==> config.mk <==
export PLATFORM = sky130hd
export DESIGN_NAME = ces_ctrl
export DESIGN_NICKNAME = d
export VERILOG_FILES = /design/src/rtl/confusion_and_event_scorer_defines.svh /design/src/rtl/ces_pkg.sv /design/src/rtl/ces_ctrl.sv
export SDC_FILE = /design/constraint.sdc
export NUM_CORES = 1
export LEC_CHECK = 0
export ABC_AREA = 1
export BUFFER_PORTS_ARGS = -buffer_cell sky130_fd_sc_hd__buf_4
export CAP_MARGIN = 20
export CORE_AREA = 2 2 39 41
export DETAILED_ROUTE_END_ITERATION = 8
export DIE_AREA = 0 0 41 43
export PLACE_DENSITY = 0.43
export RECOVER_POWER = 25
export SYNTH_ARGS = -nofsm -noshare
export SYNTH_HDL_FRONTEND = slang
export SYNTH_SLANG_ARGS = --single-unit
==> constraint.sdc <==
create_clock -name clk -period 2.3 [get_ports clk]
set_clock_uncertainty 0.05 [all_clocks]
set_input_delay 0.115 -clock clk [delete_from_list [all_inputs] [get_ports clk]]
set_output_delay 0.115 -clock clk [all_outputs]
set_load 0.1 [all_outputs]
==> src/rtl/confusion_and_event_scorer_defines.svh <==
// Assertion macros for the confusion and event scorer.
// Used by the top level only; defining SYNTH leaves the macros empty.
`ifndef CONFUSION_AND_EVENT_SCORER_DEFINES_SVH
`define CONFUSION_AND_EVENT_SCORER_DEFINES_SVH

`ifndef SYNTH
// same-cycle implication on clk, off while rst_n is low
`define CES_ASSERT_IMP(lbl, ante, cons, msg) \
    lbl: assert property (@(posedge clk) disable iff (!rst_n) (ante) |-> (cons)) \
        else $error(msg);
// next-cycle implication on clk, off while rst_n is low
`define CES_ASSERT_NXT(lbl, ante, cons, msg) \
    lbl: assert property (@(posedge clk) disable iff (!rst_n) (ante) |=> (cons)) \
        else $error(msg);
`else
`define CES_ASSERT_IMP(lbl, ante, cons, msg)
`define CES_ASSERT_NXT(lbl, ante, cons, msg)
`endif

`endif

==> src/rtl/ces_pkg.sv <==
// Shared constants, command codes and control/status structs of the scorer.
// No dependencies; used by ces_ctrl, ces_datapath, the top level and the testbench.
package ces_pkg;

    localparam int NUM_CLASSES = 16;
    localparam int COUNT_BITS  = 32;

    localparam int CLASS_W    = 4;
    localparam int IDX_W      = $clog2(NUM_CLASSES);
    localparam int ADDR_W     = 2 * IDX_W;
    localparam int CELL_DEPTH = 1 << ADDR_W;
    localparam int SUM_W      = COUNT_BITS + ADDR_W;
    localparam int CHG_W      = 16;
    localparam int NUM_EVENTS = 9;

    localparam int IN_TDATA_W  = 16;
    localparam int IN_TUSER_W  = 2;
    localparam int RESULT_W    = 187;
    localparam int OUT_TDATA_W = 192;

    typedef enum logic [1:0] {
        CMD_SAMPLE = 2'd0,
        CMD_QUERY  = 2'd1,
        CMD_EVENT  = 2'd2,
        CMD_FLUSH  = 2'd3
    } cmd_t;

    // controller -> datapath
    typedef struct packed {
        logic accept;     // transfer taken on the input side
        logic walk_rd;    // read next matrix cell of the query walk
        logic q_sub;      // form FP, FN and total minus row
        logic complete;   // item finishes: side effects and result
        logic load_hold;  // move the held result to the output register
    } ctrl_t;

    // datapath -> controller
    typedef struct packed {
        logic in_query;   // offered input item is a class query
        logic walk_last;  // walk is reading the last cell
        logic out_free;   // output register can take a result this cycle
    } stat_t;

endpackage

==> src/rtl/ces_ctrl.sv <==
// Sequencer of the scorer: one item at a time, query walk, result hand-off.
// Depends on ces_pkg.
module ces_ctrl (
    input  logic            clk,
    input  logic            rst_n,
    input  logic            in_valid,
    output logic            in_ready,
    input  ces_pkg::stat_t  stat,
    output ces_pkg::ctrl_t  ctrl
);

    typedef enum logic [2:0] {
        ST_IDLE,
        ST_EXEC,
        ST_QWALK,
        ST_QDRAIN,
        ST_QSUB,
        ST_QTN,
        ST_HOLD
    } state_t;

    state_t state_reg;
    state_t state_next;

    always_comb
    begin
        ctrl       = '0;
        in_ready   = 1'b0;
        state_next = state_reg;
        unique case (state_reg)
            ST_IDLE:
            begin
                in_ready    = 1'b1;
                ctrl.accept = in_valid;
                if (in_valid)
                begin
                    state_next = stat.in_query ? ST_QWALK : ST_EXEC;
                end
            end
            ST_EXEC, ST_QTN:
            begin
                ctrl.complete = 1'b1;
                state_next    = stat.out_free ? ST_IDLE : ST_HOLD;
            end
            ST_QWALK:
            begin
                ctrl.walk_rd = 1'b1;
                if (stat.walk_last)
                begin
                    state_next = ST_QDRAIN;
                end
            end
            ST_QDRAIN:
            begin
                state_next = ST_QSUB;
            end
            ST_QSUB:
            begin
                ctrl.q_sub = 1'b1;
                state_next = ST_QTN;
            end
            ST_HOLD:
            begin
                if (stat.out_free)
                begin
                    ctrl.load_hold = 1'b1;
                    state_next     = ST_IDLE;
                end
            end
            default:
            begin
                state_next = ST_IDLE;
            end
        endcase
    end

    always_ff @(posedge clk or negedge rst_n)
    begin
        if (!rst_n)
        begin
            state_reg <= ST_IDLE;
        end
        else
        begin
            state_reg <= state_next;
        end
    end

endmodule

==> Word level (Yosys, flattened, before mapping) <==
Cells that the tools add are included.
{ "totals": {"word_cells": 26, "romBits": 0, "n_memories": 0, "mem_bits_rw": 0, "latchBits": 0, "register_bits": 3, "out_inout_bits": 6} }
{ "classes": {"bitwise_logic": 0, "mux": 13, "reduce_logical": 3, "div_mod_pow": 0, "n_eq_ne": 9, "shift": 0, "add_sub_neg": 0, "order_cmp": 0, "n_mul": 0} }
{ "ops": {"columns": ["op", "n"], "rows": [
  ["case mux 3 bit (6 select lines)", 1],
  ["two-way mux 3 bit", 4],
  ["equality test 3 bit, second input constant", 3],
  ["two-way mux 1 bit", 7],
  ["equality test 3 x 2 -> 1 bit, second input constant", 2],
  ["!= test 2 bit, second input constant", 3],
  ["equality test 3 x 1 -> 1 bit, second input constant", 1],
  ["logical NOT 3 bit", 1],
  ["AND reduction 3 bit", 1],
  ["two-way mux 2 bit", 1],
  ["OR reduction 2 bit", 1]
]} }

==> Logic depth before layout (Yosys ltp) <==
Gate-level depths: netlist of run 1.
{ "logic_depth": {"depth_word": 3, "ltp_mapped": 7} }

==> Worst setup path before layout of run 1 <==
No wires, ideal clock.
{ "synth_path": {"kind": "flip-flop to output port", "startpoint": "register state_reg[1]", "endpoint": "output ctrl[4] (netlist name)", "path_stages_with_launch": 5, "setup_slack_ns": 0.173, "path_buffers": 1, "arrival_time_ns": 1.962, "cell_sequence": "dfrtp_1 > buf_2 > nor2_2 > nand2_1 > nor2_1"} }
{ "synth_rtl": {"columns": ["item", "line_no", "text"], "rows": [
  ["start, declared", "ces_ctrl.sv:22", "state_t state_reg;"],
  ["start signal, assigned", "ces_ctrl.sv:85", "state_reg <= state_next;"],
  ["end, declared", "ces_ctrl.sv:9", "output ces_pkg::ctrl_t ctrl"]
]} }

==> impl_metrics.yaml, run 1 <==
floorplanning:
  row_count: 14
  initial_core_util_pct: 17.5
  die_area_um2: 1760
  die_w_um: 41
  io_pins: 12
  fp.coreArea_um2: 1380
  die_h_um: 43
logic_synthesis:
  post_synth.cell_area_avg_um2: 5.78
  ys_top_cells_by_area: "dfrtp_1, inv_1, nand2_1"
  syn_nets: 48
  synth.distinct_cells: 10
  synth_most_common_cell: "inv_1"
  yosys.area.top_type_share_pct: 30.9
  syn_area_um2: 243
  synth_cells: 42
  synth_ff_type: "dfrtp_1"
  synth_top_area_cell: "dfrtp_1"
  synth-seq-cells: 3
  async_reset_ff_share_pct: 100
  synth_edf_count: 0
  synth-seq-area-share_pct: 30.9
  ys_top_cells_by_count: "inv_1, nand2_1, nor2_1, nand3_1"
  yosys_warnings: 0
sta:
  drv_slew: 0
  setup_viol: 0
  max_freq_mhz: 665
  fin_crit_ns: 1.50
  setup_tns_ns: 0
  relSlewSlack_pct: 81.6
  period_share_pct: 65.4
  finalHoldViolCount: 0
  rsz0062_at_grt: "false"
  worst_slew_pin_slew_ns: 0.278
placed_design:
  routabilityCongestion: 0.726
  detailed_place.area_um2: 340
  dp_hpwl_um: 503
  numPortBuffers: 11
setup_path:
  worst_setup_path_start_kind: "register"
  cp-end-kind: "primary output"
  cp.arrival_ns: 1.34
  worstPathMaxFanout: 8
  path_class: "reg2out"
  cp.required_ns: 2.13
cells_and_area:
  num-fill-cells: 159
  largest_register_ffs: 3
  n_antenna_cell: 0
  nNetsFinal: 64
  area_growth_pct: 53.6
  drive_above_1_share_pct: 28.1
  final_cell_area_um2: 373
status:
  status: "finished, final reports clean"
drt:
  drt_iter0_markers: 7
  viasPerCell: 3.88
  wl_per_cell_um: 8.01
  ant_nets: 0
  drt-pass1-iter-count: 4
  drcViolationCount: 0
  vias: 283
  drt_wl_total_um: 585
grt:
  grt_max_degree: 9
  grt_pass1_wl_um: 1010
  antenna_found_initial: 0
  grt.total_usage_pct: 8.75
  grt_pass1_vias: 268
  grt_overflow_total: 0
clock_tree:
  path_clk_slew_ns: 0.04
  insertion_delay_ns: 0.23
  post_cts_resized: 0
  htreeDepth: 1
  cts_tree: "done"
  holdBufCountCts: 1
  clock-sinks: 3
  cts_root_buf: "clkbuf_4"
  post_cts_buffers: 0
  cts_buffer_depth: 2
  cts_made_buffers: 3
run:
  cap_violations: 0
worst_hold_path:
  hp-class: "in2async"
## critical path, stage by stage (launching register included)
cell and delay [ns]:
dfrtp_1 0.45, nor2_2 0.19, nand2_1 0.09, nor2_1 0.09, buf_4 0.29
## cell type report
type	count	area (µm²)	share of cell area (%)
multi-input cells	26	118	31.5
inverters	12	45.0	12.1
repair buffers	12	88.8	23.8
clock buffers	4	26.3	7.05
well taps	16	20.0	5.37
flip-flops and latches	3	75.1	20.1
## metal layers
metal	track usage, %	vias to the layer above	wire, µm
met5	0	-	0
li1	-	157	-
met4	6.00	0	0
met3	4.71	0	40
met1	10.7	115	265
met2	11.3	11	278
## placed cells by master, fill, tap and decap left out, drive strengths merged
| cell type | count |
|---|---|
| dfrtp | 3 |
| inv | 12 |
| dlygate4sd3 | 1 |
| nand2 | 9 |
| buf | 10 |
| clkbuf | 5 |
| nor2 | 8 |
| o21ai | 1 |
| nand3 | 5 |
| nand4 | 3 |
## per-stage QoR
step | std cells | util (%) | hold slack (ns) | setup slack, ns
floorplan | 42 | - | -0.231 | 0.173
global placement | 68 | 24.6 | -0.144 | 1.04
detailed placement | 68 | 24.6 | -0.142 | 1.05
CTS | 73 | 27.2 | 0.161 | 0.788
global route | 73 | 26.9 | 0.195 | 0.699
finish | 73 | 26.9 | 0.179 | 0.796
## logic make-up (layout without fill, tap and decap cells)
logic type,Yosys count,count (layout),share of synthesized area [%]
DFF,3,3,30.9
AOI/OAI and AO/OA,1,1,2.06
and+or+nand+nor,25,25,46.4
buffers and inverters,13,28,20.6
## path summary, 6_finish.rpt
check,startpoint,endpoint,slack (ns),cells past startpoint
worst max-delay path,state_reg[1],ctrl[4],0.80,4
worst min-delay path,rst_n,state_reg[0],0.18,2
worst max register to register,state_reg[2],state_reg[0],1.18,6
worst min register to register,state_reg[0],state_reg[2],0.60,2
max in group asynchronous,rst_n,state_reg[2],1.86,2
min in group clk,stat[0],state_reg[1],0.21,4
Power of run 1 is not shown: default switching activity piles up to over one toggle a cycle in this logic, so the estimate is an artifact.
==> run 2: changes to the inputs <==
--- a/config.mk
+++ b/config.mk
@@ -11,7 +11,7 @@
 export CORE_AREA = 2 2 39 41
 export DETAILED_ROUTE_END_ITERATION = 8
 export DIE_AREA = 0 0 41 43
-export PLACE_DENSITY = 0.43
+export PLACE_DENSITY = 0.44
 export RECOVER_POWER = 25
 export SYNTH_ARGS = -nofsm -noshare
 export SYNTH_HDL_FRONTEND = slang
==> constraint.sdc (replaced) <==
create_clock -name clk -period 1.3 [get_ports clk]
set_clock_uncertainty 0.05 [all_clocks]
set_input_delay 0.065 -clock clk [delete_from_list [all_inputs] [get_ports clk]]
set_output_delay 0.065 -clock clk [all_outputs]
set_load 0.1 [all_outputs]
==> impl_metrics.yaml, run 2 (same netlist as run 1, synthesis figures left out) <==
status:
  status: "finished, final reports clean"
clock_tree:
  htreeDepth: 1
  post_cts_buffers: 0
  path_clk_slew_ns: 0.04
  cts_root_buf: "clkbuf_4"
  clock-sinks: 3
  cts_made_buffers: 3
  cts_buffer_depth: 2
  cts_tree: "done"
  insertion_delay_ns: 0.23
setup_path:
  cp.arrival_ns: 1.18
  path_class: "reg2out"
  worst_setup_path_start_kind: "register"
  timing.rr.start: "state_reg[2]"
  path_buf_inv: 2
  crit_chain: "nor2_4 -> nand2_1 -> clkinvlp_4 -> buf_12"
  worstPathMaxFanout: 5
  r2r_cells: 7
  r2r_end: "state_reg[0]"
  cp.required_ns: 1.19
  critPathTopFamily: "flip-flops"
  max_stage_delay_ns: 0.44
  worst-r2r-setup-slack_ns: 0.16
  cp-end-kind: "primary output"
  crit_path_top_delay_cell: "dfrtp_2"
grt:
  grt_pass1_vias: 258
  grt_max_degree: 8
  antenna_found_initial: 0
  grt.total_usage_pct: 8.06
  grt_pass1_wl_um: 966
  grt_overflow_total: 0
drt:
  drt-pass1-iter-count: 2
  drcViolationCount: 0
  drt_iter0_markers: 1
  drt_wl_total_um: 570
  ant_nets: 0
  viasPerCell: 4.01
  vias: 301
  wl_per_cell_um: 7.60
cells_and_area:
  drive_above_1_share_pct: 50.8
  nNetsFinal: 66
  n_antenna_cell: 0
  layout_commonest_cell: "inv_1"
  area_growth_pct: 109
  largest_register_ffs: 3
  utilization_pct: 36.6
  layout.cells.most_common_list: "inv_1, nand2_1, buf_4, buf_12, nand3_1"
  num-fill-cells: 146
worst_hold_path:
  hp-class: "in2async"
floorplanning:
  io_pins: 12
  die_h_um: 43
  die_w_um: 41
  row_count: 14
  fp.coreArea_um2: 1380
  initial_core_util_pct: 17.5
  die_area_um2: 1760
sta:
  setup_viol: 0
  setup_ws_ns: 0.00153
  rsz0062_at_grt: "true"
  finalHoldViolCount: 0
  worst_slew_pin_slew_ns: 0.201
  period_share_pct: 99.9
  setup_tns_ns: 0
  relSlewSlack_pct: 86.6
  max_freq_mhz: 770
  drv_slew: 0
  fin_crit_ns: 1.30
placed_design:
  numPortBuffers: 11
  dp_slack_ns: 0.0739
  routabilityCongestion: 0.703
  dp_hpwl_um: 476
run:
  cap_violations: 0
run 2: cell types whose count changed in the layout (fill, tap and decap cells not counted):
cell	delta
buf_12	+5
buf_4	-5
nor2_1	-4
clkinvlp_4	+3
inv_1	-3
nor2_4	+3
buf_6	+2
dfrtp_1	-2
dfrtp_2	+2
nand2_1	-2
nand2_2	+2
nand3_1	-1
nand3_2	+1
nor2_2	+1
run 2: worst max path at each step:
| stage | slack (ns) | startpoint | end | depth (start not counted) |
|---|---|---|---|---|
| global route | -0.08 | state_reg[0] | ctrl[2] | 4 |
| detailed placement | 0.07 | state_reg[0] | ctrl[4] | 4 |
| global placement | 0.1 | state_reg[0] | ctrl[4] | 4 |
| floorplan | -0.11 | state_reg[1] | ctrl[1] | 2 |
| finish | 0.002 | state_reg[0] | ctrl[2] | 4 |
| CTS | -0.02 | state_reg[0] | ctrl[4] | 4 |
run 2: per-layer routing:
| layer | up-vias | part of all wire (%) | global-route usage [%] |
|---|---|---|---|
| li1 | 159 | - | - |
| met2 | 8 | 46 | 10.6 |
| met3 | 0 | 7.5 | 5.76 |
| met4 | 0 | 0 | 2.00 |
| met1 | 134 | 46 | 10.4 |
| met5 | - | 0 | 0 |
run 2: area by class of cell:
type | instances | area, µm² | area share (%)
timing repair buffer | 14 | 174 | 34.3
multi-input combinational | 26 | 153 | 30.1
sequential | 3 | 77.6 | 15.3
inverter | 12 | 56.3 | 11.1
clock buffer | 4 | 26.3 | 5.19
tap | 16 | 20.0 | 3.95
run 2: repair_timing:
action | 4_1_cts | 5_1_grt
endpoints found under the hold margin | 3 | 0
endpoints found under the setup margin | 5 | 5
hold buffers | 1 | 0
resized for setup | 24 | 0
run 2: per-stage QoR:
step,hold WS [ns],std cells,instance area [µm²]
2_1_floorplan,-0.281,42,272
3_3_place_gp,-0.194,70,384
3_5_place_dp,-0.194,70,384
4_1_cts,0.103,75,510
5_1_grt,0.125,75,507
6_report,0.124,75,507
Power of run 2 is left out for the same reason.
